File: config.mk
export PLATFORM = sky130hd
export DESIGN_NAME = matrix_multiply_4x4_core
export DESIGN_NICKNAME = d
export VERILOG_FILES = /design/src/rtl/mm4_pkg.sv /design/src/rtl/mm4_ram.sv /design/src/rtl/mm4_seq.sv /design/src/rtl/mm4_mac.sv /design/src/rtl/matrix_multiply_4x4_core.sv
export SDC_FILE = /design/constraint.sdc
export NUM_CORES = 2
export LEC_CHECK = 0
export BUFFER_PORTS_ARGS = -buffer_cell sky130_fd_sc_hd__buf_4
export CAP_MARGIN = 10
export CORE_UTILIZATION = 50
export DETAILED_ROUTE_END_ITERATION = 12
export PLACE_DENSITY_LB_ADDON = 0.25
export SETUP_SLACK_MARGIN = 0.5
export SLEW_MARGIN = 5
export SYNTH_ARGS = -nofsm -noshare
export SYNTH_HDL_FRONTEND = slang
export SYNTH_HIERARCHICAL = 1
export SYNTH_SLANG_ARGS = --single-unit
File: constraint.sdc
create_clock -name clk -period 10.2 [get_ports clk]
set_input_delay 1.53 -clock clk [delete_from_list [all_inputs] [get_ports clk]]
set_output_delay 1.53 -clock clk [all_outputs]
set_load 0.005 [all_outputs]
File: src/rtl/mm4_pkg.sv
// Shared types for the 4x4 matrix multiplier.
`default_nettype none

package mm4_pkg;

    localparam int ELEM_W = 32;
    localparam int PROD_W = 2 * ELEM_W;
    localparam int FRAC_W = 16;

    // One multiply-accumulate step issued by the sequencer.
    typedef struct packed {
        logic valid;
        logic first;     // first term of a dot product
        logic sum_done;  // final term of a dot product
        logic last;      // final term of the final product element
    } mm4_issue_t;

endpackage

`default_nettype wire

File: src/rtl/mm4_ram.sv
// Generic single-port-write, single-port-read RAM with registered read data.
`default_nettype none

module mm4_ram #(
    parameter int WIDTH = 32,
    parameter int DEPTH = 16
) (
    input  wire logic                     clk,
    input  wire logic                     wr_en,
    input  wire logic [$clog2(DEPTH)-1:0] wr_addr,
    input  wire logic [WIDTH-1:0]         wr_data,
    input  wire logic [$clog2(DEPTH)-1:0] rd_addr,
    output logic      [WIDTH-1:0]         rd_data
);

    logic [WIDTH-1:0] mem_reg [DEPTH];
    logic [WIDTH-1:0] rd_data_reg;

    always_ff @(posedge clk)
    begin
        if (wr_en)
        begin
            mem_reg[wr_addr] <= wr_data;
        end
        rd_data_reg <= mem_reg[rd_addr];
    end

    assign rd_data = rd_data_reg;

endmodule

`default_nettype wire

File: src/rtl/mm4_seq.sv
// Load counter and product-phase address sequencer.
`default_nettype none

module mm4_seq import mm4_pkg::*; #(
    parameter int DIM = 4
) (
    input  wire logic                         clk,
    input  wire logic                         rst_n,
    input  wire logic                         in_valid,
    output logic                              in_ready,
    input  wire logic                         slot_free,
    output logic                              wr_en,
    output logic [$clog2(DIM*DIM)-1:0]        wr_addr,
    output logic [$clog2(DIM*DIM)-1:0]        rd_addr_l,
    output logic [$clog2(DIM*DIM)-1:0]        rd_addr_r,
    output mm4_issue_t                        issue
);

    localparam int NELEM = DIM * DIM;
    localparam int AW    = $clog2(NELEM);
    localparam int CW    = $clog2(DIM);

    localparam logic ST_LOAD = 1'b0;
    localparam logic ST_CALC = 1'b1;

    logic          state_reg, state_next;
    logic [AW-1:0] load_cnt_reg, load_cnt_next;
    logic [CW-1:0] r_reg, r_next;
    logic [CW-1:0] c_reg, c_next;
    logic [CW-1:0] i_reg, i_next;
    logic          accept;
    logic          go;
    logic          r_end, c_end, i_end;

    assign r_end = (r_reg == CW'(DIM - 1));
    assign c_end = (c_reg == CW'(DIM - 1));
    assign i_end = (i_reg == CW'(DIM - 1));

    assign in_ready = (state_reg == ST_LOAD);
    assign accept   = in_valid && in_ready;
    assign wr_en    = accept;
    assign wr_addr  = load_cnt_reg;

    // a new dot product starts only when the output queue has room for it
    assign go = (state_reg == ST_CALC) && ((i_reg != '0) || slot_free);

    assign rd_addr_l = AW'(int'(r_reg) * DIM + int'(i_reg));
    assign rd_addr_r = AW'(int'(i_reg) * DIM + int'(c_reg));

    assign issue.valid    = go;
    assign issue.first    = (i_reg == '0);
    assign issue.sum_done = i_end;
    assign issue.last     = r_end && c_end && i_end;

    always_comb
    begin
        state_next    = state_reg;
        load_cnt_next = load_cnt_reg;
        r_next        = r_reg;
        c_next        = c_reg;
        i_next        = i_reg;
        case (state_reg)
            ST_LOAD:
            begin
                if (accept)
                begin
                    if (load_cnt_reg == AW'(NELEM - 1))
                    begin
                        load_cnt_next = '0;
                        state_next    = ST_CALC;
                    end
                    else
                    begin
                        load_cnt_next = load_cnt_reg + 1'b1;
                    end
                end
            end
            ST_CALC:
            begin
                if (go)
                begin
                    i_next = i_end ? '0 : i_reg + 1'b1;
                    if (i_end)
                    begin
                        c_next = c_end ? '0 : c_reg + 1'b1;
                        if (c_end)
                        begin
                            r_next = r_end ? '0 : r_reg + 1'b1;
                            if (r_end)
                            begin
                                state_next = ST_LOAD;
                            end
                        end
                    end
                end
            end
            default:
            begin
                state_next = ST_LOAD;
            end
        endcase
    end

    always_ff @(posedge clk or negedge rst_n)
    begin
        if (!rst_n)
        begin
            state_reg    <= ST_LOAD;
            load_cnt_reg <= '0;
            r_reg        <= '0;
            c_reg        <= '0;
            i_reg        <= '0;
        end
        else
        begin
            state_reg    <= state_next;
            load_cnt_reg <= load_cnt_next;
            r_reg        <= r_next;
            c_reg        <= c_next;
            i_reg        <= i_next;
        end
    end

endmodule

`default_nettype wire

File: src/rtl/mm4_mac.sv
// Shared multiplier, accumulator and Q16.16 rounding/saturation.
`default_nettype none

module mm4_mac import mm4_pkg::*; #(
    parameter int DIM = 4
) (
    input  wire logic              clk,
    input  wire logic              rst_n,
    input  wire mm4_issue_t        issue,
    input  wire logic [ELEM_W-1:0] left_data,
    input  wire logic [ELEM_W-1:0] right_data,
    output logic                   push,
    output logic [ELEM_W-1:0]      result,
    output logic                   result_last
);

    localparam int ACC_W = PROD_W + $clog2(DIM);
    localparam int TOP_W = ACC_W - FRAC_W - ELEM_W + 1;

    mm4_issue_t               tag1_reg, tag2_reg;
    logic signed [PROD_W-1:0] prod_reg;
    logic signed [ACC_W-1:0]  acc_reg;
    logic signed [ACC_W-1:0]  acc_sum;
    logic [TOP_W-1:0]         top_bits;

    // tag1 lines up with RAM read data, tag2 with the product register
    always_ff @(posedge clk or negedge rst_n)
    begin
        if (!rst_n)
        begin
            tag1_reg <= '0;
            tag2_reg <= '0;
        end
        else
        begin
            tag1_reg <= issue;
            tag2_reg <= tag1_reg;
        end
    end

    always_ff @(posedge clk)
    begin
        prod_reg <= $signed(left_data) * $signed(right_data);
        if (tag2_reg.valid)
        begin
            acc_reg <= acc_sum;
        end
    end

    assign acc_sum = (tag2_reg.first ? ACC_W'(0) : acc_reg)
                   + {{(ACC_W - PROD_W){prod_reg[PROD_W-1]}}, prod_reg};

    // floor shift by 16, then clamp when the upper bits are not a sign extension
    assign top_bits = acc_sum[ACC_W-1:FRAC_W+ELEM_W-1];

    always_comb
    begin
        if ((&top_bits) || !(|top_bits))
        begin
            result = acc_sum[FRAC_W+ELEM_W-1:FRAC_W];
        end
        else if (acc_sum[ACC_W-1])
        begin
            result = {1'b1, {(ELEM_W - 1){1'b0}}};
        end
        else
        begin
            result = {1'b0, {(ELEM_W - 1){1'b1}}};
        end
    end

    assign push        = tag2_reg.valid && tag2_reg.sum_done;
    assign result_last = tag2_reg.last;

endmodule

`default_nettype wire

File: src/rtl/matrix_multiply_4x4_core.sv
// Top level of the matrix multiplier: element stores, sequencer, MAC and output queue.
`default_nettype none

// Loads DIM*DIM element pairs (left and right at the same row-major position),
// one per cycle, then computes left x right in signed Q16.16 on a single shared
// 32x32 multiplier, one multiply-accumulate per cycle while the output queue
// has room. The two element stores are one-read-port RAMs; the multiplier sets
// the pace. No input is taken during the product phase. Results leave
// row-major through a two-entry output queue, with last_element on the
// final one; a stalled output holds the next dot product from starting.
// Sums are floor-shifted by 16 and saturated to 32 bits. Stores are not cleared.
module matrix_multiply_4x4_core import mm4_pkg::*; #(
    parameter int DIM = 4
) (
    input  wire logic              clk,
    input  wire logic              rst_n,
    input  wire logic              in_valid,
    output logic                   in_ready,
    input  wire logic [ELEM_W-1:0] left_element,
    input  wire logic [ELEM_W-1:0] right_element,
    output logic                   out_valid,
    input  wire logic              out_ready,
    output logic [ELEM_W-1:0]      product_element,
    output logic                   last_element
);

    localparam int NELEM = DIM * DIM;
    localparam int AW    = $clog2(NELEM);

    logic              wr_en;
    logic [AW-1:0]     wr_addr;
    logic [AW-1:0]     rd_addr_l, rd_addr_r;
    logic [ELEM_W-1:0] left_data, right_data;
    mm4_issue_t        issue;
    logic              slot_free;
    logic              push;
    logic [ELEM_W-1:0] result;
    logic              result_last;
    logic              pop;

    logic [ELEM_W-1:0] fifo_data_reg [2];
    logic              fifo_last_reg [2];
    logic              wr_ptr_reg, rd_ptr_reg;
    logic [1:0]        fifo_count_reg, fifo_count_next;
    logic [1:0]        inflight_reg, inflight_next;
    logic [2:0]        occupancy;

    mm4_seq #(.DIM(DIM)) u_seq (
        .clk       (clk),
        .rst_n     (rst_n),
        .in_valid  (in_valid),
        .in_ready  (in_ready),
        .slot_free (slot_free),
        .wr_en     (wr_en),
        .wr_addr   (wr_addr),
        .rd_addr_l (rd_addr_l),
        .rd_addr_r (rd_addr_r),
        .issue     (issue)
    );

    mm4_ram #(.WIDTH(ELEM_W), .DEPTH(NELEM)) u_left_ram (
        .clk     (clk),
        .wr_en   (wr_en),
        .wr_addr (wr_addr),
        .wr_data (left_element),
        .rd_addr (rd_addr_l),
        .rd_data (left_data)
    );

    mm4_ram #(.WIDTH(ELEM_W), .DEPTH(NELEM)) u_right_ram (
        .clk     (clk),
        .wr_en   (wr_en),
        .wr_addr (wr_addr),
        .wr_data (right_element),
        .rd_addr (rd_addr_r),
        .rd_data (right_data)
    );

    mm4_mac #(.DIM(DIM)) u_mac (
        .clk         (clk),
        .rst_n       (rst_n),
        .issue       (issue),
        .left_data   (left_data),
        .right_data  (right_data),
        .push        (push),
        .result      (result),
        .result_last (result_last)
    );

    // credit check: dot products in flight plus queued results fit the queue
    assign occupancy = 3'(inflight_reg) + 3'(fifo_count_reg);
    assign slot_free = (occupancy < 3'd2);

    assign pop             = out_valid && out_ready;
    assign out_valid       = (fifo_count_reg != 2'd0);
    assign product_element = fifo_data_reg[rd_ptr_reg];
    assign last_element    = fifo_last_reg[rd_ptr_reg];

    assign fifo_count_next = fifo_count_reg + 2'(push) - 2'(pop);
    assign inflight_next   = inflight_reg + 2'(issue.valid && issue.first) - 2'(push);

    always_ff @(posedge clk)
    begin
        if (push)
        begin
            fifo_data_reg[wr_ptr_reg] <= result;
            fifo_last_reg[wr_ptr_reg] <= result_last;
        end
    end

    always_ff @(posedge clk or negedge rst_n)
    begin
        if (!rst_n)
        begin
            wr_ptr_reg     <= 1'b0;
            rd_ptr_reg     <= 1'b0;
            fifo_count_reg <= 2'd0;
            inflight_reg   <= 2'd0;
        end
        else
        begin
            if (push)
            begin
                wr_ptr_reg <= ~wr_ptr_reg;
            end
            if (pop)
            begin
                rd_ptr_reg <= ~rd_ptr_reg;
            end
            fifo_count_reg <= fifo_count_next;
            inflight_reg   <= inflight_next;
        end
    end

    a_occupancy_bound: assert property (@(posedge clk) disable iff (!rst_n)
        occupancy <= 3'd2)
        else $error("output queue credit overrun");

    a_no_push_when_full: assert property (@(posedge clk) disable iff (!rst_n)
        push |-> (fifo_count_reg != 2'd2))
        else $error("result pushed into a full output queue");

    a_no_load_during_calc: assert property (@(posedge clk) disable iff (!rst_n)
        in_ready |-> !issue.valid)
        else $error("store read issued while loading");

    a_last_closes_sum: assert property (@(posedge clk) disable iff (!rst_n)
        (push && result_last) |=> (inflight_reg == 2'd0))
        else $error("dot product still in flight after final element");

endmodule

`default_nettype wire
==> flow_summary.json <==
{
  "synthesis.instances": 6714,
  "routed_via_density": 5.57,
  "core-area_mm2": 0.175,
  "finClkSkew_ns": 0.0545,
  "critPathArrivalTime_ns": 9.55,
  "vias": 51100,
  "yosys.area.top_type": "edfxtp_1",
  "gp_congestion": 0.921,
  "final_cell_mix": "1156 x edfxtp_1, 1084 x fa_1, 1062 x inv_1",
  "relSlewSlack_pct": 21.5,
  "syn_area_per_cell_um2": 13.2,
  "ys_types": 103,
  "synth_area_mm2": 0.0884,
  "grt_pass1_vias": 55400,
  "ys_ff_latch": 1309,
  "critPathCaptureType": "register",
  "synth_area_leaders": "edfxtp_1 39%, fa_1 25%, mux4_2 6.5%",
  "clockRootBuffer": "clkbuf_16",
  "synth_top_area_share_pct": 39.3,
  "synth_edf_count": 1156,
  "grt_max_degree": 105,
  "crit_path_max_fanout": 15,
  "ctsHoldBuffers": 0,
  "areaGrowthSynthToFinish_pct": 8.91,
  "drtIter0Drc": 3781,
  "rsz0062_at_grt": "no",
  "setup_viol": 0,
  "drt_first_pass_iters": 5,
  "grt_pass1_wl_um": 325000,
  "ys_seq_area_share_pct": 42.9,
  "start_util_pct": 50.6,
  "routed_wirelength_um": 208000,
  "critPathBufInv": 7,
  "cpMostUsedCell": "fa_1",
  "max_stage_delay_ns": 0.91,
  "grt_overflow": 0,
  "dieArea_mm2": 0.179,
  "hold_path.class": "reg2reg",
  "cap_violations": 0,
  "clock_path_buffers": 3,
  "final_common_cell": "edfxtp_1",
  "cts_num_sinks": 1309,
  "cts_inserted_buffers": 136,
  "wire_per_inst_um": 22.6,
  "worst_pin_slew_ns": 1.18,
  "rows": 153,
  "antenna_found_initial": 13,
  "design_area_mm2": 0.0963,
  "fill_cells": 14200,
  "syn_nets": 8124,
  "clock_latency_ns": 0.79,
  "critPathSlowestCell": "fa_1",
  "cts_tree": "done",
  "synth_flop_cell": "edfxtp_1",
  "outcome": "finished clean",
  "cts.clk_slew.worst_paths_ns": 0.06,
  "cts_setup_buffers": 0,
  "ios": 103,
  "finalHoldViolations": 0,
  "drive_above_1_share_pct": 12.6,
  "cts_resized": 0,
  "cp.required_ns": 10.83,
  "async_flop_share_pct": 1.91,
  "hpwl_um": 144000,
  "drc": 0,
  "finalCritPeriodShare_pct": 87.4,
  "fin_crit_ns": 8.92,
  "cts_htree_levels": 4,
  "drv_slew": 0,
  "io_buffers": 102,
  "max_freq_mhz": 112,
  "cp_top_family": "adder cells",
  "postRouteAntennaNets": 0,
  "die_w_um": 423,
  "placed_cell_area_mm2": 0.0918,
  "fin_setup_tns_ns": 0,
  "yosys_warnings": 6,
  "crit_type": "reg2reg",
  "fin_nets": 8146,
  "track_usage_pct": 23.9,
  "die_h_um": 423,
  "start_kind": "register"
}
## cell type report
cell class              count  area, um2  share of cell area [%]
flip-flops and latches   1309      37900                    39.4
diodes                      5       12.5                  0.0130
clock inverters            64        668                   0.694
multi-input cells        3994      45200                    47.0
clock buffers             186       3790                    3.93
repair buffers            232       1780                    1.85
well taps                2325       2910                    3.02
inverters                1063       3990                    4.14
## routing by layer
metal | track usage (%) | routed length, um | vias to the layer above
met5 | 0 | 71 | -
met4 | 6.73 | 5320 | 10
met3 | 5.40 | 15600 | 319
met2 | 38.8 | 99600 | 1789
met1 | 32.4 | 86900 | 26700
li1 | - | - | 22300
## kinds of logic (layout without fill, tap and decap cells)
kind of cell | Yosys count | count (layout) | synth area share [%]
AND/OR/NAND/NOR | 1630 | 1630 | 9.28
buffers and inverters | 1411 | 1545 | 6.31
adder cells (fa/ha/maj) | 1342 | 1342 | 28.2
flip-flops | 1309 | 1309 | 42.9
AO/OA/AOI/OAI | 587 | 587 | 4.79
multiplexers | 299 | 299 | 7.20
XOR/XNOR | 136 | 136 | 1.36
other | 0 | 5 | 0
## synthesized netlist by cell type (58+ instances only)
| cell type | n |
|---|---|
| edfxtp_1 | 1156 |
| fa_1 | 1084 |
| inv_1 | 1062 |
| nand2_1 | 648 |
| and2_1 | 528 |
| ha_1 | 258 |
| mux4_2 | 256 |
| clkbuf_1 | 254 |
| nor2_1 | 174 |
| a21oi_1 | 130 |
| a22oi_1 | 129 |
| dfxtp_1 | 128 |
| xnor2_1 | 87 |
| nor2b_1 | 82 |
| o21ai_0 | 58 |
## per-stage QoR
| stage | hold WS [ns] | setup WS, ns | instances | util [%] |
|---|---|---|---|---|
| 2_1_floorplan | 0.331 | 2.37 | 6714 | - |
| 3_3_place_gp | 0.333 | 1.44 | 8923 | 52.5 |
| 3_5_place_dp | 0.338 | 1.30 | 8923 | 52.5 |
| 4_1_cts | 0.352 | 1.27 | 9173 | 55.1 |
| 5_1_grt | 0.352 | 0.653 | 9178 | 55.1 |
| 6_report | 0.347 | 1.28 | 9178 | 55.1 |
## worst register-to-register path: stages (launching register included)
cell and delay, ns:
dfxtp_1 0.85, nand2_1 0.27, inv_1 0.15, fa_1 0.51
fa_1 0.69, inv_1 0.13, fa_1 0.55, inv_1 0.07
fa_1 0.91, inv_1 0.36, fa_1 0.57, inv_1 0.06
fa_1 0.53, inv_1 0.05, fa_1 0.47, inv_1 0.05
fa_1 0.46, ha_1 0.40, a21oi_1 0.31, o21ai_0 0.15
nand4_1 0.11, nand2_1 0.06, a21o_1 0.19, a211o_1 0.29
a31oi_1 0.27, nor3b_1 0.10, a211o_1 0.23
## final timing paths
kind                            cells after the start              startpoint  slack, ns            endpoint
worst max-delay path                               26  u_right_ram/rd_data[5]       1.28  u_mac/prod_reg[61]
worst min-delay path                                0       u_mac/tag1_reg[3]       0.35   u_mac/tag2_reg[3]
worst max register to register                     26  u_right_ram/rd_data[5]       1.28  u_mac/prod_reg[61]
worst min register to register                      0       u_mac/tag1_reg[3]       0.35   u_mac/tag2_reg[3]
max in group asynchronous                           1                   rst_n       9.12      u_seq/i_reg[1]
min in group asynchronous                           1                   rst_n       0.68   fifo_count_reg[1]
Power is not shown: default switching activity piles up to over one toggle a cycle in this logic, so the estimate is an artifact.
